[src/rtl/max_drawdown_tracker_unit_assert.svh]
// Assertion macros shared by the drawdown tracker RTL
`ifndef MAX_DRAWDOWN_TRACKER_UNIT_ASSERT_SVH
`define MAX_DRAWDOWN_TRACKER_UNIT_ASSERT_SVH

// same-cycle implication
`define MDT_ASSERT_IMPLY(name, clk, rst, cond, expr) \
   name: assert property (@(posedge clk) disable iff (rst) (cond) |-> (expr)) \
      else $error("mdt check failed");

// next-cycle implication
`define MDT_ASSERT_NEXT(name, clk, rst, cond, expr) \
   name: assert property (@(posedge clk) disable iff (rst) (cond) |=> (expr)) \
      else $error("mdt check failed");

`endif

[src/rtl/mdt_pkg.sv]
// Package with constants, codes and types of the drawdown tracker
package mdt_pkg;

   localparam int MAX_DAYS_DEF   = 8192;
   localparam int PRICE_BITS_DEF = 32;
   localparam int QUEUE_DEPTH    = 2;

   localparam int PRICE_W  = 32;
   localparam int OFS_W    = 13;
   localparam int FRAC_W   = 17;
   localparam int STATUS_W = 2;
   localparam int OP_W     = 2;

   localparam logic [STATUS_W-1:0] STATUS_OK    = 2'd0;
   localparam logic [STATUS_W-1:0] STATUS_SHORT = 2'd1;
   localparam logic [STATUS_W-1:0] STATUS_LONG  = 2'd2;

   localparam logic [OP_W-1:0] OP_OPEN = 2'd0;
   localparam logic [OP_W-1:0] OP_DAY  = 2'd1;
   localparam logic [OP_W-1:0] OP_SKIP = 2'd2;

   typedef struct packed {
      logic [OP_W-1:0]     op;
      logic [STATUS_W-1:0] status;
      logic                last;
   } item_tag_type;

   typedef struct packed {
      logic              done;
      logic [FRAC_W-1:0] quotient;
   } div_status_type;

endpackage

[src/rtl/mdt_fifo.sv]
// Short queue between front end and back end
module mdt_fifo import mdt_pkg::*; #(
   parameter int WIDTH = 8,
   parameter int DEPTH = QUEUE_DEPTH
) (
   input  logic             clock,
   input  logic             reset,
   input  logic             push,
   input  logic [WIDTH-1:0] wr_data,
   input  logic             pop,
   output logic [WIDTH-1:0] rd_data,
   output logic             full,
   output logic             empty
);

   localparam int ADDR_W = (DEPTH > 1) ? $clog2(DEPTH) : 1;
   localparam int CNT_W  = $clog2(DEPTH + 1);

   logic [WIDTH-1:0]  mem [DEPTH];
   logic [ADDR_W-1:0] wr_ptr_ff, wr_ptr_in;
   logic [ADDR_W-1:0] rd_ptr_ff, rd_ptr_in;
   logic [CNT_W-1:0]  count_ff, count_in;

   always_comb begin
      wr_ptr_in = wr_ptr_ff;
      rd_ptr_in = rd_ptr_ff;
      count_in  = count_ff;
      if (push) begin
         wr_ptr_in = (wr_ptr_ff == ADDR_W'(DEPTH - 1)) ? '0 : wr_ptr_ff + ADDR_W'(1);
      end
      if (pop) begin
         rd_ptr_in = (rd_ptr_ff == ADDR_W'(DEPTH - 1)) ? '0 : rd_ptr_ff + ADDR_W'(1);
      end
      case ({push, pop})
         2'b10:   count_in = count_ff + CNT_W'(1);
         2'b01:   count_in = count_ff - CNT_W'(1);
         default: count_in = count_ff;
      endcase
   end

   assign rd_data = mem[rd_ptr_ff];
   assign full    = (count_ff == CNT_W'(DEPTH));
   assign empty   = (count_ff == '0);

   always_ff @(posedge clock) begin
      if (push) begin
         mem[wr_ptr_ff] <= wr_data;
      end
   end

   always_ff @(posedge clock) begin
      if (reset) begin
         wr_ptr_ff <= '0;
         rd_ptr_ff <= '0;
         count_ff  <= '0;
      end else begin
         wr_ptr_ff <= wr_ptr_in;
         rd_ptr_ff <= rd_ptr_in;
         count_ff  <= count_in;
      end
   end

endmodule

[config.mk]
export PLATFORM = sky130hd
export DESIGN_NAME = mdt_fifo
export DESIGN_NICKNAME = d
export VERILOG_FILES = /design/src/rtl/max_drawdown_tracker_unit_assert.svh /design/src/rtl/mdt_pkg.sv /design/src/rtl/mdt_fifo.sv
export SDC_FILE = /design/constraint.sdc
export NUM_CORES = 1
export LEC_CHECK = 0
export BUFFER_PORTS_ARGS = -buffer_cell sky130_fd_sc_hd__buf_2
export CORE_MARGIN = 8
export CORE_UTILIZATION = 45
export DETAILED_ROUTE_END_ITERATION = 7
export PLACE_DENSITY = 0.71
export SETUP_SLACK_MARGIN = 0.4
export SYNTH_ARGS = -nofsm -noshare
export SYNTH_HDL_FRONTEND = slang
export SYNTH_SLANG_ARGS = --single-unit
[constraint.sdc]
create_clock -name clock -period 3.5 [get_ports clock]
set_input_delay 0.7 -clock clock [delete_from_list [all_inputs] [get_ports clock]]
set_output_delay 0.7 -clock clock [all_outputs]
set_load 0.05 [all_outputs]
==> flow_metrics.tcl <==
set metrics [dict create \
    swShare_pct 29.7 \
    ys_ff_latch 21 \
    p_clk_share_pct 21.5 \
    clockBufferDepth 2 \
    cp_cell_sequence "mux2_2, buf_2" \
    yosysTopAreaCell "edfxtp_1" \
    coreArea_sq_mm 0.00167 \
    seq_area_frac_synth_pct 74.4 \
    die_y_um 57.7 \
    fin_ws_ns 1.36 \
    reg2reg_to "mem[0][0]" \
    total_leakage_power_nw 0.370 \
    synth.distinct_cells 14 \
    critPathArrivalTime_ns 1.44 \
    route.detailed.drc 0 \
    hold_path.class "flip-flop to flip-flop" \
    finalMaxSlewViolations 0 \
    synthMostInstantiatedCell "edfxtp_1" \
    post_cts_resize_count 0 \
    num_antenna_cells 0 \
    io-pin-count 22 \
    overflow 0 \
    io_buffers 21 \
    grt_pass1_vias 461 \
    dpl_cell_area_sq_um 902 \
    grt_usage_pct 8.17 \
    grt_pass1_wl_um 1980 \
    cts.sinks 21 \
    period_needed_ns 2.14 \
    min_from "count_ff[1]" \
    cts_max_level 1 \
    pre_cts_slack_ns 1.66 \
    syn_to_final_growth_pct 19.1 \
    maxSlewHeadroom_pct 53.5 \
    whs_endpoint "count_ff[1]" \
    p_int_mw 0.364 \
    fillers 142 \
    routed_wl_um 1230 \
    synthesis.instances 47 \
    fin_area_sq_um 930 \
    rsz0062_at_grt "false" \
    crit_path_end_kind "output port" \
    synth_ff_type "edfxtp_1" \
    whs_ns 0.518 \
    initial_core_util_pct 46.7 \
    syn_area_sq_um 781 \
    cp_slowest_cell "dfxtp_1" \
    synth_edf_count 16 \
    setup_violations 0 \
    drt_iter0_markers 5 \
    cap_violations 0 \
    max_stage_delay_ns 0.55 \
    worstHoldPathCells 2 \
    crit_fanout 8 \
    insertion_delay_ns 0.29 \
    antenna_found_initial 0 \
    cts_buffers 3 \
    fmax_ghz 0.467 \
    cts_root_buffer "clkbuf_4" \
    gp_congestion 0.598 \
    power_frac_comb_pct 21.0 \
    drt-vias-per-instance 4.97 \
    synth_top_area_share_pct 61.5 \
    hold_viol 0 \
    dieArea_sq_mm 0.00332 \
    status "finished, final reports clean" \
    row_count 15 \
    p_switching_mw 0.154 \
    cts_tree "done" \
    regToRegStartpoint "wr_ptr_ff" \
    crit_required_ns 2.80 \
    r2r_setup_slack_ns 2.25 \
    fin_crit_sh_pct 61.1 \
    ir_drop_mv 0.330 \
    tightest_slew_ns 0.695 \
    synthTopCellsByArea "edfxtp_1, dfxtp_1, mux2_2" \
    grt_max_degree 13 \
    critPathTopFamily "flip-flops" \
    reg2reg_depth 1 \
    wl_per_cell_um 14.0 \
    synth.top_cells.by_count "edfxtp_1, mux2_2, nor2_1, dfxtp_1, xnor2_1" \
    dieWidth_um 57.7 \
    drive_gt1_share_pct 47.9 \
    cts_hold_buf 0 \
    ys_warn_count 0 \
    clkTransAtPathRegs_ns 0.11 \
    fin_skew_ns 0.00253 \
    syn-num-nets 60 \
    powerDensity_mw_per_mm2 557 \
    finalSetupTns_ns 0 \
    ys_async_sr_fraction_pct 0 \
    crit_type "flip-flop to output port" \
    timing.critical_path.buf_inv 1 \
    seqPwrFrac_pct 57.5 \
    final_nets 85 \
    syn_area_per_cell_sq_um 16.6 \
    cp-start-kind "flip-flop" \
    post-cts-setup-buffer-count 0 \
    firstDrtPassIters 4 \
    dr_total_vias 437 \
    drtAntennaViolNets 0 \
]
-- worst max path at each step --
stage | to | cells after the start | slack, ns | startpoint
global placement | rd_data[5] | 2 | 1.69 | flip-flop
floorplan | empty | 1 | 1.81 | count_ff[0]
finish | rd_data[5] | 2 | 1.36 | flip-flop
detailed placement | rd_data[4] | 2 | 1.66 | flip-flop
CTS | rd_data[4] | 2 | 1.33 | flip-flop
global route | rd_data[7] | 2 | 1.24 | flip-flop
-- area by class of cell --
type | count | area [sq um] | area share [%]
Clock buffer | 3 | 22.5 | 2.42
Tap cell | 17 | 21.3 | 2.29
Sequential cell | 21 | 581 | 62.4
Timing Repair Buffer | 21 | 105 | 11.3
Inverter | 1 | 3.75 | 0.404
Multi-Input combinational cell | 24 | 191 | 20.6
Clock inverter | 1 | 5.00 | 0.538
-- power groups by stage --
stage	Sequential [mW]	Combinational [mW]	Clock [mW]
after detailed placement	0.304	0.110	0
after CTS	0.298	0.110	0.116
after global placement	0.303	0.109	0
final	0.298	0.109	0.111
after floorplan	0.299	0.0877	0
after global routing	0.301	0.115	0.128
-- layer usage --
metal / routed length, um / share of wire (%) / up-vias / track usage (%)
met4: 10 / 0.81 / 0 / 6.29
met3: 82 / 6.7 / 2 / 3.53
met5: 0 / 0 / - / 0
met1: 540 / 44 / 199 / 8.95
met2: 598 / 49 / 18 / 12.2
li1: - / - / 218 / -
-- sequential cells by signal, summed over array words and instances (netlist names), named ones only --
register and cells:
wr_ptr_ff 1, mem 16, rd_ptr_ff 1, count_ff 2
-- cells in the final DEF (no fill, tap or decap), drive strengths merged --
cell    instances
a21oi           1
and2            1
and2b           1
buf            21
clkbuf          3
clkinv          1
dfxtp           5
edfxtp         16
ha              1
inv             1
mux2            8
nor2            6
o21ai           1
or3             1
xnor2           3
xor2            1
-- logic make-up (layout without fill, tap and decap cells) --
group / Yosys count / after routing / synth area share [%]
DFF: 21 / 21 / 74.4
muxes: 8 / 8 / 11.5
and+or+nand+nor: 9 / 9 / 5.61
buffers and inverters: 2 / 26 / 1.12
xor gates and xnor gates: 4 / 4 / 4.49
AOI/OAI and AO/OA: 2 / 2 / 1.28
adders and majority gates: 1 / 1 / 1.60
-- per-stage QoR --
stage	power [mW]	utilization [%]	instances
6_report	0.518	55.7	88
3_3_place_gp	0.412	54.0	84
5_1_grt	0.544	55.7	88
3_5_place_dp	0.414	54.0	84
4_1_cts	0.524	55.7	88
2_1_floorplan	0.386	-	47
Note: power is estimated with default switching activity, not from simulation.
