File: src/rtl/max_drawdown_tracker_unit_assert.svh
// Assertion macros shared by the drawdown tracker RTL
`ifndef MAX_DRAWDOWN_TRACKER_UNIT_ASSERT_SVH
`define MAX_DRAWDOWN_TRACKER_UNIT_ASSERT_SVH

// same-cycle implication
`define MDT_ASSERT_IMPLY(name, clk, rst, cond, expr) \
   name: assert property (@(posedge clk) disable iff (rst) (cond) |-> (expr)) \
      else $error("mdt check failed");

// next-cycle implication
`define MDT_ASSERT_NEXT(name, clk, rst, cond, expr) \
   name: assert property (@(posedge clk) disable iff (rst) (cond) |=> (expr)) \
      else $error("mdt check failed");

`endif

File: src/rtl/mdt_pkg.sv
// Package with constants, codes and types of the drawdown tracker
package mdt_pkg;

   localparam int MAX_DAYS_DEF   = 8192;
   localparam int PRICE_BITS_DEF = 32;
   localparam int QUEUE_DEPTH    = 2;

   localparam int PRICE_W  = 32;
   localparam int OFS_W    = 13;
   localparam int FRAC_W   = 17;
   localparam int STATUS_W = 2;
   localparam int OP_W     = 2;

   localparam logic [STATUS_W-1:0] STATUS_OK    = 2'd0;
   localparam logic [STATUS_W-1:0] STATUS_SHORT = 2'd1;
   localparam logic [STATUS_W-1:0] STATUS_LONG  = 2'd2;

   localparam logic [OP_W-1:0] OP_OPEN = 2'd0;
   localparam logic [OP_W-1:0] OP_DAY  = 2'd1;
   localparam logic [OP_W-1:0] OP_SKIP = 2'd2;

   typedef struct packed {
      logic [OP_W-1:0]     op;
      logic [STATUS_W-1:0] status;
      logic                last;
   } item_tag_type;

   typedef struct packed {
      logic              done;
      logic [FRAC_W-1:0] quotient;
   } div_status_type;

endpackage

File: src/rtl/mdt_ifs.sv
// Valid/ready channel interfaces for price items and drawdown results
interface mdt_req_if import mdt_pkg::*; ();
   logic               valid;
   logic               ready;
   logic [PRICE_W-1:0] close_price;
   logic               first_of_window;
   logic               last_of_window;

   modport source(output valid, close_price, first_of_window, last_of_window,
                  input ready);
   modport sink(input valid, close_price, first_of_window, last_of_window,
                output ready);
endinterface


File: src/rtl/mdt_front.sv
// Front end: accepts price items, tracks window length and tags each item
module mdt_front import mdt_pkg::*; #(
   parameter int MAX_DAYS   = MAX_DAYS_DEF,
   parameter int PRICE_BITS = PRICE_BITS_DEF,
   localparam int POS_W     = $clog2(MAX_DAYS + 1),
   localparam int ENTRY_W   = $bits(item_tag_type) + POS_W + PRICE_BITS
) (
   input  logic               clock,
   input  logic               reset,
   mdt_req_if.sink            req_chan,
   input  logic               q_full,
   output logic               q_push,
   output logic [ENTRY_W-1:0] q_data
);

   logic [POS_W-1:0] day_ff, day_in;
   logic             ovf_ff, ovf_in;
   logic [POS_W-1:0] pos;
   item_tag_type     tag;

   always_comb begin
      day_in     = day_ff;
      ovf_in     = ovf_ff;
      pos        = day_ff;
      tag.op     = OP_DAY;
      tag.last   = req_chan.last_of_window;
      tag.status = STATUS_OK;
      if (req_chan.first_of_window || (day_ff == '0)) begin
         tag.op = OP_OPEN;
         day_in = POS_W'(1);
         ovf_in = 1'b0;
         pos    = '0;
      end else if (day_ff >= POS_W'(MAX_DAYS)) begin
         // past the length limit: drop the day, remember it
         tag.op = OP_SKIP;
         ovf_in = 1'b1;
      end else begin
         day_in = day_ff + POS_W'(1);
      end
      if (ovf_in) begin
         tag.status = STATUS_LONG;
      end else if (day_in < POS_W'(2)) begin
         tag.status = STATUS_SHORT;
      end
      if (req_chan.last_of_window) begin
         day_in = '0;
      end
   end

   assign req_chan.ready = !q_full;
   assign q_push         = req_chan.valid && !q_full;
   assign q_data         = {tag, pos, PRICE_BITS'(req_chan.close_price)};

   always_ff @(posedge clock) begin
      if (reset) begin
         day_ff <= '0;
         ovf_ff <= 1'b0;
      end else if (q_push) begin
         day_ff <= day_in;
         ovf_ff <= ovf_in;
      end
   end

endmodule

File: src/flat_wrapper.sv
// flat-port wrapper written by rule: the top's interface ports become plain ports
module mdt_front_flat import mdt_pkg::*;
#(
   parameter int MAX_DAYS   = MAX_DAYS_DEF,
   parameter int PRICE_BITS = PRICE_BITS_DEF,
   localparam int POS_W     = $clog2(MAX_DAYS + 1),
   localparam int ENTRY_W   = $bits(item_tag_type) + POS_W + PRICE_BITS
)
  (clock, reset, q_full, q_push, q_data, req_chan_valid, req_chan_close_price, req_chan_first_of_window, req_chan_last_of_window, req_chan_ready);
  mdt_req_if req_chan_i ();
  input  logic clock;
  input  logic reset;
  input  logic q_full;
  output logic q_push;
  output logic [ENTRY_W-1:0] q_data;
  input wire logic [$bits(req_chan_i.valid)-1:0] req_chan_valid;
  input wire logic [$bits(req_chan_i.close_price)-1:0] req_chan_close_price;
  input wire logic [$bits(req_chan_i.first_of_window)-1:0] req_chan_first_of_window;
  input wire logic [$bits(req_chan_i.last_of_window)-1:0] req_chan_last_of_window;
  output wire logic [$bits(req_chan_i.ready)-1:0] req_chan_ready;
  assign req_chan_i.valid = req_chan_valid;
  assign req_chan_i.close_price = req_chan_close_price;
  assign req_chan_i.first_of_window = req_chan_first_of_window;
  assign req_chan_i.last_of_window = req_chan_last_of_window;
  assign req_chan_ready = req_chan_i.ready;
  mdt_front #(.MAX_DAYS(MAX_DAYS), .PRICE_BITS(PRICE_BITS)) u_core (.clock(clock), .reset(reset), .req_chan(req_chan_i), .q_full(q_full), .q_push(q_push), .q_data(q_data));
endmodule
File: config.mk
export PLATFORM = sky130hd
export DESIGN_NAME = mdt_front_flat
export DESIGN_NICKNAME = d
export VERILOG_FILES = /design/src/rtl/max_drawdown_tracker_unit_assert.svh /design/src/rtl/mdt_pkg.sv /design/src/rtl/mdt_ifs.sv /design/src/rtl/mdt_front.sv /design/src/flat_wrapper.sv
export SDC_FILE = /design/constraint.sdc
export NUM_CORES = 1
export LEC_CHECK = 0
export BUFFER_PORTS_ARGS = -buffer_cell sky130_fd_sc_hd__buf_2
export CORE_ASPECT_RATIO = 0.5
export CORE_UTILIZATION = 39
export CTS_CLUSTER_DIAMETER = 120
export CTS_CLUSTER_SIZE = 28
export DETAILED_ROUTE_END_ITERATION = 12
export MAX_ROUTING_LAYER = met4
export PLACE_DENSITY = 0.76
export SLEW_MARGIN = 15
export SYNTH_ARGS = -nofsm -noshare
export SYNTH_HDL_FRONTEND = slang
export SYNTH_SLANG_ARGS = --single-unit
File: constraint.sdc
create_clock -name clock -period 1.7 [get_ports clock]
set_input_delay 0.17 -clock clock [delete_from_list [all_inputs] [get_ports clock]]
set_output_delay 0.17 -clock clock [all_outputs]
set_load 0.02 [all_outputs]
==> summary.md <==
| Metric | Value |
|---|---|
| Fin Setup TNS | -4.97 ns |
| Gpl congestion | 0.898 |
| CTS Hold Buffers Added | 0 |
| Initial core utilization | 42.0% |
| Chip Height | 45.6 µm |
| Top-Level Pins | 91 |
| HP Class | in2reg |
| Share of cells above drive strength 1 | 47.7% |
| Peak supply drop | 0.000185 V |
| P_leak | 0.798 nW |
| Ys flop type | dfxtp_1 |
| N_diodes | 0 |
| Max clock buf depth | 2 |
| H-tree lvl count | 1 |
| Post-placement setup slack | -0.114 ns |
| Final setup violation count | 18 |
| Antenna violations before repair | 0 |
| Total grt overflow | 0 |
| Non-Filler Instances | 286 |
| Slew margin rel. | 77.1% |
| Number of global-route vias before repair | 1483 |
| Syn_nets | 246 |
| Cell row count | 15 |
| Placed cells | 273 |
| CP peak stage delay | 0.34 ns |
| Synth Warn # | 0 |
| Distinct cells, synth | 39 |
| Peak fanout along the critical path | 6 |
| Via count | 1731 |
| Largest net degree at the start of global routing | 18 |
| Antenna-violating nets left | 0 |
| Routed wire length per instance | 18.4 µm |
| Detailed Routing Iterations Pass 1 | 5 |
| CTS buffer count | 3 |
| Gr usage total | 24.9% |
| CP required | 1.53 ns |
| Seq cells post-synth | 15 |
| Vias per cell | 6.05 |
| Final Hold Fails | 0 |
| Die W | 89.2 µm |
| Detailed Place HPWL | 3150 µm |
| WS Path Type | reg2out |
| Core footprint | 3530 µm² |
| Seq/Total Area, Yosys | 20.3% |
| CTS tree | built |
| Die area | 4060 µm² |
| Worst-margin pin slew | 0.342 ns |
| Register area | 317 µm² |
| Power density cells | 397 nW/µm² |
| Final WS setup | -0.418 ns |
| Data arrival, critical path | 1.95 ns |
| Port Buffers | 26 |
| Mapped cell area | 1480 µm² |
| Skew final | 0.00904 ns |
| First-pass GRT wire length | 7160 µm |
| Clk slew on worst S/H paths | 0.07 ns |
| Multi-input gate area in the final layout | 953 µm² |
| Clock root buffer master | clkbuf_8 |
| Tmin final | 2.12 ns |
| Net count, final | 276 |
| Failing checks | negative setup slack |
| Drc violations | 0 |
| Crit path cell chain | buf_4 -> nor3_2 -> a22oi_1 -> nand2_1 -> nand4_1 -> o31ai_4 -> buf_6 |
| Worst skew pair latency | 0.26 ns |
| Final hold slack | 0.286 ns |
| Slowest CP cell | dfxtp_2 |
| Fin crit share | 125% |
| Synth Area per Inst | 7.19 µm² |
| Max Cap Viol | 0 |
| Fin. max-slew vios | 0 |
| Max Fclk | 472 MHz |
| Area Overhead vs Synth | 32.3% |
| Number of synthesized flops with an enable pin | 0 |
| Async SR Flop Fraction | 0% |
| CP Capture Type | primary output |
| CTS Sinks | 15 |
| Outcome | finished with violations |
| CP Launch Type | flop |
| Detailed router's first-iteration violation count | 235 |
| # fillers | 284 |
| RSZ-0062 raised after global routing | true |
| Syn Inst Count | 206 |
| Routed WL | 5270 µm |
-- placed cells by master (no fill, tap or decap), types with 2 or more instances in the layout --
master,count
dfxtp_1,8
or3_1,8
nor2b_1,13
nor3_1,8
buf_2,24
nand4b_1,2
buf_4,41
nand3_2,3
clkbuf_8,3
a21oi_2,2
nand3_1,10
a21oi_1,6
buf_6,10
nor3_2,3
nor2_1,9
nand2b_1,2
xnor2_1,3
a31oi_1,9
nand4_1,5
nor2_2,3
dfxtp_4,3
nand2_1,17
o21ai_1,5
dfxtp_2,4
inv_1,3
ha_4,2
-- worst max-delay path: cells and delay by family, from the launching register on --
| family | cells | cell delay, ns |
|---|---|---|
| AND/OR/NAND/NOR | 3 | 0.59 |
| AO/OA/AOI/OAI | 2 | 0.45 |
| flip-flops | 1 | 0.34 |
| buffers and inverters | 2 | 0.31 |
-- routing by layer --
layer	track usage [%]	up-vias	routed length [µm]
met2	41.7	138	2470
met5	-	-	0
met3	6.88	50	548
met4	19.7	0	360
met1	25.5	793	1890
li1	-	750	-
-- synth_stat cells (all sizes together), types with 2 or more instances --
master / n / area, µm²
a31oi: 11 / 68.8
a41oi: 2 / 36.3
clkbuf: 5 / 18.8
nor3b: 2 / 15.0
nand2: 18 / 75.1
nand2b: 2 / 12.5
dfxtp: 15 / 300
or4: 2 / 15.0
nor2: 13 / 51.3
xnor2: 3 / 26.3
or3: 8 / 50.1
ha: 2 / 25.0
a21oi: 8 / 40.0
o21ai: 6 / 30.0
nor2b: 13 / 81.3
buf: 46 / 320
inv: 5 / 18.8
nand4b: 2 / 17.5
nor3: 12 / 70.1
nand4: 5 / 31.3
nand3: 13 / 65.1
-- state kept, by name (all words and copies together), names as in the netlist --
signal and count:
u_core.day_ff 14, u_core.ovf_ff 1
-- layout make-up --
cell class | instances | share of cell area, %
Multi-Input combinational cell | 135 | 48.6
Sequential cell | 15 | 16.1
Timing Repair Buffer | 76 | 28.6
Inverter | 5 | 1.08
Tap cell | 51 | 3.25
Clock buffer | 4 | 2.30
-- metrics by stage --
stage                     cell area, µm²  power (W)  utilization, %
after floorplan                     1510   0.000526               -
after CTS                           1860   0.000761            52.8
after global placement              1690   0.000449            47.8
after global routing                1960   0.000820            55.6
after detailed placement            1690   0.000451            47.8
final                               1960   0.000778            55.6
-- final timing paths --
kind | from | endpoint | slack [ns] | cells after the start
setup / recovery | u_core.day_ff[4] | q_data[47] | -0.42 | 7
hold / removal | reset | u_core.day_ff[12] | 0.29 | 2
hold reg to reg | u_core.day_ff[8] | u_core.day_ff[8] | 0.51 | 2
setup reg to reg | u_core.day_ff[0] | u_core.day_ff[11] | -0.32 | 11
-- where the power goes --
group	internal (W)	total [W]	switching (W)
sequential	0.000349	0.000352	0.00000305
combinational	0.0000474	0.000118	0.0000708
clock	0.000167	0.000307	0.000141
total	0.000563	0.000778	0.000215
-- kinds of logic after synthesis --
logic type	share of synthesized area [%]
fa+ha+maj	1.69
compound gates	14.7
flops	20.3
buf+inv	24.2
simple gates	36.1
mux	0.676
xor+xnor	2.37
-- what timing repair did --
action | CTS | global route
gates resized for setup | 28 | 20
endpoints found under the setup margin | 9 | 19
pin swaps | 12 | 12
gates cloned | 0 | 0
setup buffers | 6 | 3
endpoints found under the hold margin | 0 | 0
(Power assumes the default switching activity.)
